==> config.mk <==
export PLATFORM = sky130hd
export DESIGN_NAME = calendar_days_between_dates_top
export DESIGN_NICKNAME = d
export VERILOG_FILES = /design/src/hw/rtl/cdbd_pkg.sv /design/src/hw/rtl/calendar_days_between_dates_top.sv /design/src/hw/rtl/cdbd_ctrl.sv /design/src/hw/rtl/cdbd_dp.sv
export SDC_FILE = /design/constraint.sdc
export NUM_CORES = 1
export LEC_CHECK = 0
export BUFFER_PORTS_ARGS = -buffer_cell sky130_fd_sc_hd__buf_2
export CAP_MARGIN = 20
export CORE_MARGIN = 2
export CORE_UTILIZATION = 55
export CTS_CLUSTER_SIZE = 25
export DETAILED_ROUTE_END_ITERATION = 8
export GPL_TIMING_DRIVEN = 0
export PLACE_DENSITY = 0.74
export SKIP_LAST_GASP = 1
export SYNTH_ARGS = -nofsm -noshare
export SYNTH_HDL_FRONTEND = slang
export SYNTH_HIERARCHICAL = 1
export SYNTH_SLANG_ARGS = --single-unit
==> constraint.sdc <==
create_clock -name clk -period 13.25 [get_ports clk]
set_input_delay 2.65 -clock clk [delete_from_list [all_inputs] [get_ports clk]]
set_output_delay 2.65 -clock clk [all_outputs]
set_load 0.02 [all_outputs]
==> src/hw/rtl/cdbd_pkg.sv <==
// Shared widths, types and calendar tables for the calendar day difference block.
`default_nettype none

package cdbd_pkg;

  // Field widths.
  localparam int DAY_W   = 5;
  localparam int MONTH_W = 4;
  localparam int YEAR_W  = 14;
  localparam int DIFF_W  = 23;

  // The accumulator holds the unsaturated difference with headroom.
  localparam int ACC_W = 24;

  // A day-of-year base (month lengths before the month plus the day).
  localparam int DOY_W = 10;

  localparam int MAX_YEAR_DEFAULT = 9999;

  localparam int DAYS_YEAR = 365;
  localparam int CYC_100   = 100;
  localparam int CYC_400   = 400;
  localparam int C100_W    = 7;
  localparam int C400_W    = 9;

  localparam logic [MONTH_W-1:0] MONTH_FEB = MONTH_W'(2);

  // Commands from the controller to the datapath.
  typedef struct packed {
    logic load;
    logic step;
    logic finish;
  } cdbd_cmd_t;

  // Status from the datapath to the controller.
  typedef struct packed {
    logic last;
    logic out_full;
  } cdbd_sts_t;

  // Days in the months before the given month of a common year.
  // Month zero counts as January and months above twelve as December.
  function automatic logic [8:0] days_before_month(input logic [MONTH_W-1:0] month);
    logic [8:0] days;
    unique case (month)
      4'd0, 4'd1: days = 9'd0;
      4'd2:       days = 9'd31;
      4'd3:       days = 9'd59;
      4'd4:       days = 9'd90;
      4'd5:       days = 9'd120;
      4'd6:       days = 9'd151;
      4'd7:       days = 9'd181;
      4'd8:       days = 9'd212;
      4'd9:       days = 9'd243;
      4'd10:      days = 9'd273;
      4'd11:      days = 9'd304;
      default:    days = 9'd334;
    endcase
    return days;
  endfunction

endpackage

`default_nettype wire

==> src/hw/rtl/calendar_days_between_dates_top.sv <==
// Top level of the calendar day difference block: controller plus datapath.
//
// Usage:
//   The input channel (in_valid / in_ready) carries one item of two dates,
//   each as day, month and year. The output channel (out_valid / out_ready)
//   carries the signed day count from the first date to the second; whole years
//   count only if the second year is not earlier. Years above MAX_YEAR are clamped to MAX_YEAR.
//   After an item is taken, the datapath sweeps one year per cycle from year
//   zero through the later of the two years, using the single year-sweep
//   counter; the finish state then loads the result register once it is
//   free, and the result is offered the cycle after that.
//   in_ready is high only in the idle state, so the next item can be
//   taken while the previous result still waits in the output register.
//   If the receiver stalls, a finished item waits in the sweep end state
//   until the output register is free; nothing is dropped.
//   Reset (rst, synchronous) returns the controller to idle and clears the
//   output valid flag.
`default_nettype none

module calendar_days_between_dates_top
  import cdbd_pkg::*;
#(
  parameter int MAX_YEAR = MAX_YEAR_DEFAULT
) (
  input  wire logic                 clk,
  input  wire logic                 rst,
  input  wire logic                 in_valid,
  output logic                      in_ready,
  input  wire logic [DAY_W-1:0]     first_day,
  input  wire logic [MONTH_W-1:0]   first_month,
  input  wire logic [YEAR_W-1:0]    first_year,
  input  wire logic [DAY_W-1:0]     second_day,
  input  wire logic [MONTH_W-1:0]   second_month,
  input  wire logic [YEAR_W-1:0]    second_year,
  output logic                      out_valid,
  input  wire logic                 out_ready,
  output logic signed [DIFF_W-1:0]  day_difference
);

  cdbd_cmd_t cmd;
  cdbd_sts_t sts;

  cdbd_ctrl u_ctrl (
    .clk       (clk),
    .rst       (rst),
    .in_valid  (in_valid),
    .in_ready  (in_ready),
    .out_ready (out_ready),
    .sts       (sts),
    .cmd       (cmd)
  );

  cdbd_dp #(
    .MAX_YEAR (MAX_YEAR)
  ) u_dp (
    .clk            (clk),
    .rst            (rst),
    .cmd            (cmd),
    .sts            (sts),
    .first_day      (first_day),
    .first_month    (first_month),
    .first_year     (first_year),
    .second_day     (second_day),
    .second_month   (second_month),
    .second_year    (second_year),
    .out_ready      (out_ready),
    .out_valid      (out_valid),
    .day_difference (day_difference)
  );

endmodule

`default_nettype wire

==> src/hw/rtl/cdbd_ctrl.sv <==
// Controller state machine that sequences the year sweep of one item.
`default_nettype none

module cdbd_ctrl
  import cdbd_pkg::*;
(
  input  wire logic      clk,
  input  wire logic      rst,
  input  wire logic      in_valid,
  output logic           in_ready,
  input  wire logic      out_ready,
  input  wire cdbd_sts_t sts,
  output cdbd_cmd_t      cmd
);

  typedef enum logic [1:0] {
    ST_IDLE,
    ST_SWEEP,
    ST_FINISH
  } state_t;

  state_t state;

  // A new item is taken only when no sweep is running.
  assign in_ready = (state == ST_IDLE);

  // Commands to the datapath.
  always_comb begin
    cmd.load   = in_valid && (state == ST_IDLE);
    cmd.step   = (state == ST_SWEEP);
    cmd.finish = (state == ST_FINISH) && (!sts.out_full || out_ready);
  end

  // State register.
  always_ff @(posedge clk) begin
    if (rst) begin
      state <= ST_IDLE;
    end else begin
      unique case (state)
        ST_IDLE: begin
          if (cmd.load) state <= ST_SWEEP;
        end
        ST_SWEEP: begin
          if (sts.last) state <= ST_FINISH;
        end
        ST_FINISH: begin
          if (cmd.finish) state <= ST_IDLE;
        end
        default: state <= ST_IDLE;
      endcase
    end
  end

`ifndef ASSERT_OFF
  // The result register is only loaded when it is free or being emptied.
  a_finish_free: assert property (@(posedge clk) disable iff (rst)
    cmd.finish |-> (!sts.out_full || out_ready))
    else $error("result loaded over an item not yet taken");

  // The last swept year always leads to the finish step.
  a_last_to_finish: assert property (@(posedge clk) disable iff (rst)
    (cmd.step && sts.last) |=> (state == ST_FINISH))
    else $error("sweep end did not reach finish");
`endif

endmodule

`default_nettype wire

==> src/hw/rtl/cdbd_dp.sv <==
// Datapath: date bases, year sweep with leap counters, accumulator and result register.
`default_nettype none

module cdbd_dp
  import cdbd_pkg::*;
#(
  parameter int MAX_YEAR = MAX_YEAR_DEFAULT
) (
  input  wire logic                      clk,
  input  wire logic                      rst,
  input  wire cdbd_cmd_t                 cmd,
  output cdbd_sts_t                      sts,
  input  wire logic [DAY_W-1:0]          first_day,
  input  wire logic [MONTH_W-1:0]        first_month,
  input  wire logic [YEAR_W-1:0]         first_year,
  input  wire logic [DAY_W-1:0]          second_day,
  input  wire logic [MONTH_W-1:0]        second_month,
  input  wire logic [YEAR_W-1:0]         second_year,
  input  wire logic                      out_ready,
  output logic                           out_valid,
  output logic signed [DIFF_W-1:0]       day_difference
);

  localparam int YW = $clog2(MAX_YEAR + 1);
  localparam int EW = (YW > YEAR_W) ? YW : YEAR_W;

  // The accumulator grows with the year range: up to 366 days per year plus sign.
  localparam int AW = (YW + 10 > ACC_W) ? YW + 10 : ACC_W;

  localparam logic signed [AW-1:0] OUT_MAX = AW'((1 << (DIFF_W - 1)) - 1);
  localparam logic signed [AW-1:0] OUT_MIN = -AW'(1 << (DIFF_W - 1));

  // Item registers.
  logic [YW-1:0]           y1;
  logic [YW-1:0]           y2;
  logic [YW-1:0]           ymax;
  logic                    mon1_gt2;
  logic                    mon2_gt2;
  logic signed [AW-1:0]    acc;

  // Sweep counters: year, and its remainders by 4, 100 and 400.
  logic [YW-1:0]     yc;
  logic [1:0]        m4;
  logic [C100_W-1:0] m100;
  logic [C400_W-1:0] m400;

  logic [YW-1:0]     y1_next;
  logic [YW-1:0]     y2_next;
  logic [DOY_W-1:0]  base1;
  logic [DOY_W-1:0]  base2;
  logic [EW-1:0]     fy_ext;
  logic [EW-1:0]     sy_ext;
  logic              leap;
  logic              in_span;
  logic [8:0]        year_days;
  logic              adj1;
  logic              adj2;
  logic signed [AW-1:0] acc_next;
  logic signed [DIFF_W-1:0] sat;

  // Clamp both years to the configured maximum.
  always_comb begin
    fy_ext = EW'(first_year);
    sy_ext = EW'(second_year);
    if (fy_ext > EW'(MAX_YEAR)) y1_next = YW'(MAX_YEAR);
    else                        y1_next = fy_ext[YW-1:0];
    if (sy_ext > EW'(MAX_YEAR)) y2_next = YW'(MAX_YEAR);
    else                        y2_next = sy_ext[YW-1:0];
  end

  // Day of year without the leap day; that day is added during the sweep.
  assign base1 = DOY_W'(days_before_month(first_month)) + DOY_W'(first_day);
  assign base2 = DOY_W'(days_before_month(second_month)) + DOY_W'(second_day);

  // Leap test of the swept year from its remainder counters.
  assign leap = ((m4 == 2'd0) && (m100 != '0)) || (m400 == '0);

  // Contribution of the swept year to the accumulator.
  always_comb begin
    in_span   = (yc >= y1) && (yc < y2);
    year_days = in_span ? (9'(DAYS_YEAR) + 9'(leap)) : 9'd0;
    adj2      = (yc == y2) && mon2_gt2 && leap;
    adj1      = (yc == y1) && mon1_gt2 && leap;
    acc_next  = acc + AW'(year_days) + AW'(adj2) - AW'(adj1);
  end

  // Saturate to the result width.
  always_comb begin
    if (acc > OUT_MAX)      sat = OUT_MAX[DIFF_W-1:0];
    else if (acc < OUT_MIN) sat = OUT_MIN[DIFF_W-1:0];
    else                    sat = acc[DIFF_W-1:0];
  end

  assign sts.last     = (yc == ymax);
  assign sts.out_full = out_valid;

  // Item load and year sweep.
  always_ff @(posedge clk) begin
    if (cmd.load) begin
      y1       <= y1_next;
      y2       <= y2_next;
      ymax     <= (y1_next > y2_next) ? y1_next : y2_next;
      mon1_gt2 <= first_month > MONTH_FEB;
      mon2_gt2 <= second_month > MONTH_FEB;
      acc      <= AW'(base2) - AW'(base1);
      yc       <= '0;
      m4       <= '0;
      m100     <= '0;
      m400     <= '0;
    end else if (cmd.step) begin
      acc  <= acc_next;
      yc   <= yc + YW'(1);
      m4   <= m4 + 2'd1;
      m100 <= (m100 == C100_W'(CYC_100 - 1)) ? '0 : m100 + C100_W'(1);
      m400 <= (m400 == C400_W'(CYC_400 - 1)) ? '0 : m400 + C400_W'(1);
    end
  end

  // Result register.
  always_ff @(posedge clk) begin
    if (rst) begin
      out_valid <= 1'b0;
    end else if (cmd.finish) begin
      out_valid <= 1'b1;
    end else if (out_ready) begin
      out_valid <= 1'b0;
    end
  end

  always_ff @(posedge clk) begin
    if (cmd.finish) day_difference <= sat;
  end

`ifndef ASSERT_OFF
  // The sweep never runs past the later year.
  a_sweep_bound: assert property (@(posedge clk) disable iff (rst)
    cmd.step |-> (yc <= ymax))
    else $error("year sweep passed its end");

  // A finished item is offered in the next cycle.
  a_finish_valid: assert property (@(posedge clk) disable iff (rst)
    cmd.finish |=> out_valid)
    else $error("finished item not offered");
`endif

endmodule

`default_nettype wire
==> results.md <==
- Outcome: finished clean
- Number of vias per cell: 5.59
- Initial antenna violation count: 0
- Clock Tree Buf Depth: 2
- Combinational Power Share: 0.492
- Top sig layer: met4
- Most frequent cells in the layout: inv_1 (116), ha_1 (116), edfxtp_1 (91)
- Final setup violation count: 0
- Met3 wire len: 869 µm
- Sinks on Clock Net: 126
- Vias: 7098
- DIE AREA: 17600 µm²
- Tightest Hold Check Type: reg2reg
- LEAKAGE: 4.57 nW
- Overall routing resource usage: 0.226
- Most used cell, CP: fa_1
- Register Area: 3430 µm²
- Grt total ovfl: 0
- Ys async rst share: 0
- Post-synthesis cell area: 9100 µm²
- P&R area growth vs syn: 14.0%
- Placer congestion estimate: 0.878
- Root Driver: clkbuf_16
- Slowest CP cell: fa_1
- Crit-path cells: buf_2 -> clkbuf_1 -> nand3_1 -> o21ai_0 -> fa_1 -> fa_1 -> inv_1 -> ha_1 -> inv_1 -> fa_1 -> nor2b_1 -> o31a_1 -> o2111ai_1 -> a21o_1 -> nand2_1 -> clkbuf_1 -> o21ai_0
- Switching share of power: 0.404
- PwrDens: 197 nW/µm²
- CTS tree: built
- Layout cells sized above 1: 0.131
- Sequential area share after synthesis: 0.377
- Rel. slew slack: 0.384
- Final Skew: 0.00721 ns
- Final hold vios: 0
- FF+latch count, synth: 126
- Startpoint Class: input port
- Area of the multi-input gates: 5140 µm²
- Hold path start: u_ctrl/state[1]
- Vias in the first global route: 6832
- H-tree Lvls: 4
- Hold Buf Count CTS: 0
- VDD IR-drop max: 0.136 mV
- Critical Path Start: first_month[3]
- Worst R2R Start: u_dp/yc[3]
- Initial Utilization: 0.555
- Final min period: 6.50 ns
- Dpl hpwl: 14800 µm
- Die Y: 133 µm
- Mean Syn Cell Area: 9.67 µm²
- Max Cap Viol: 0
- Crit path required time: 13.37 ns
- Period utilisation layout: 0.491
- Synth Instances: 941
- Initial drt markers: 481
- Final net count: 1214
- ANT cells: 0
- Worst Setup Slack, final: 6.75 ns
- Reg clk slew, reported paths: 0.06 ns
- Detailed Routing Iterations Pass 1: 5
- Post-route antenna net violation count: 0
- Rows: 47
- Post-Syn Nets: 1119
- Largest net degree at the start of global routing: 44
- Fmax: 154 MHz
- Crit path arrival time: 6.63 ns
- CTS Buf Count: 17
- Max-slew violations: 0
- Crit end category: register
- Area of the core: 16400 µm²
- Post-synth EDFFs: 91
- Most used DFF post-synth: edfxtp_1
- Worst Path Class, Setup: in2reg
- Clk pwr share: 0.224
- Crit-path max FO: 10
- Ports: 75
- Post-DR wirelength/cell: 14.9 µm
- Met1 Wirelength: 8410 µm
- # fillers: 1340
- Worst slew pin tran: 0.917 ns
- CP peak stage delay: 0.49 ns
- Register share of total power: 0.283
- DR WL met2: 9260 µm
- Synth warnings: 6
- First-pass GRT wire length: 32100 µm
- Unrepaired setup endpoints after global routing: no
- Setup total negative slack: 0 ns
- Port bufs: 74
- Pre-CTS setup slack: 6.33 ns
- Post-route DRC: 0
- Switching power: 0.000828 W
- Die W: 133 µm
- Skew-Pair Late Insertion Delay: 0.42 ns
- Internal power: 0.00122 W
- PostCTS Resize Cnt: 0
- WL final: 18900 µm
- Post-synthesis cell type count: 62
- Utilization after layout: 0.633
- Setup Buffers After CTS: 0
-- routing by layer --
layer  GRT usage  vias to the layer above
li1            -                     3542
met1       0.286                     3307
met2       0.389                      213
met3      0.0402                       36
met4      0.0854                        0
met5           0                        -
-- flip-flops by register name (all words and copies together), names as in the netlist --
register and flops:
u_dp/y2 14, u_dp/yc 14, u_dp/m400 9, u_ctrl/state 2, u_dp/y1 14, u_dp/mon2_gt2 1, u_dp/day_difference 23, u_dp/m100 7
u_dp/acc 24, u_dp/mon1_gt2 1, u_dp/out_valid 1, u_dp/m4 2, u_dp/ymax 14
-- area by class of cell --
class                           count  share of cell area
Multi-Input combinational cell    675               0.496
Sequential cell                   126               0.331
Clock buffer                       21              0.0475
Inverter                          116              0.0419
Timing Repair Buffer               76              0.0387
Tap cell                          220              0.0265
Clock inverter                     11             0.00988
Buffer                             24             0.00916
-- cells by family (layout without fill, tap and decap cells) --
| family | Yosys count | count (layout) | synth area share |
|---|---|---|---|
| AND/OR/NAND/NOR | 259 | 259 | 0.143 |
| AO/OA/AOI/OAI | 193 | 193 | 0.137 |
| buffers and inverters | 140 | 248 | 0.0583 |
| adder cells (fa/ha/maj) | 128 | 128 | 0.186 |
| flip-flops | 126 | 126 | 0.377 |
| XOR/XNOR | 60 | 60 | 0.0577 |
| multiplexers | 35 | 35 | 0.0411 |
-- critical path: cells and delay by family --
kind | cells | cell delay (ns)
and+or+nand+nor | 3 | 0.43
adders and majority gates | 4 | 1.51
buffers and inverters | 5 | 1.06
AOI/OAI and AO/OA | 5 | 0.96
-- metrics by stage --
stage	hold WS [ns]	instance area, µm²	instances	power (W)
CTS	0.511	10400	1269	0.00204
global route	0.531	10400	1269	0.00220
global placement	0.474	9750	1235	0.00155
floorplan	0.460	9100	941	0.00134
finish	0.505	10400	1269	0.00205
detailed placement	0.497	9790	1237	0.00157
-- power by group through the flow --
stage	registers [W]	clock network, W	logic, W
2_1_floorplan	0.000571	0	0.000767
3_3_place_gp	0.000585	0	0.000963
3_5_place_dp	0.000587	0	0.000986
4_1_cts	0.000579	0.000469	0.000996
5_1_grt	0.000588	0.000485	0.00113
6_report	0.000580	0.000460	0.00101
-- Yosys cell counts (4+ instances only) --
cell type | number | area [µm²]
mux2_2 | 19 | 214
dfxtp_1 | 35 | 701
o21ai_0 | 56 | 280
nor2_1 | 73 | 274
o211ai_1 | 6 | 45.0
and2_1 | 7 | 43.8
fa_1 | 12 | 240
o21bai_1 | 4 | 30.0
nor4_1 | 8 | 50.1
xnor2_1 | 35 | 307
nand2_1 | 48 | 180
o21a_1 | 8 | 60.1
o31ai_1 | 11 | 82.6
a21oi_1 | 49 | 245
edfxtp_1 | 91 | 2730
a211oi_1 | 8 | 60.1
and3_1 | 7 | 43.8
nand4_1 | 23 | 144
clkbuf_1 | 18 | 67.6
nand3_1 | 24 | 120
nand2b_1 | 17 | 106
ha_1 | 116 | 1450
inv_1 | 116 | 435
xor2_1 | 25 | 219
or3_1 | 4 | 25.0
nor2b_1 | 15 | 93.8
buf_1 | 4 | 15.0
nor3_1 | 16 | 80.1
a31oi_1 | 8 | 50.1
a21o_1 | 15 | 113
mux2i_1 | 16 | 160
-- path summary, 6_finish.rpt --
kind                     end  slack (ns)  cells past startpoint
max             u_dp/acc[14]        6.75                     17
min          u_ctrl/state[0]        0.50                      1
max reg2reg     u_dp/acc[16]        8.19                     16
min reg2reg  u_ctrl/state[0]        0.50                      1
Note: power is estimated with default switching activity, not from simulation.
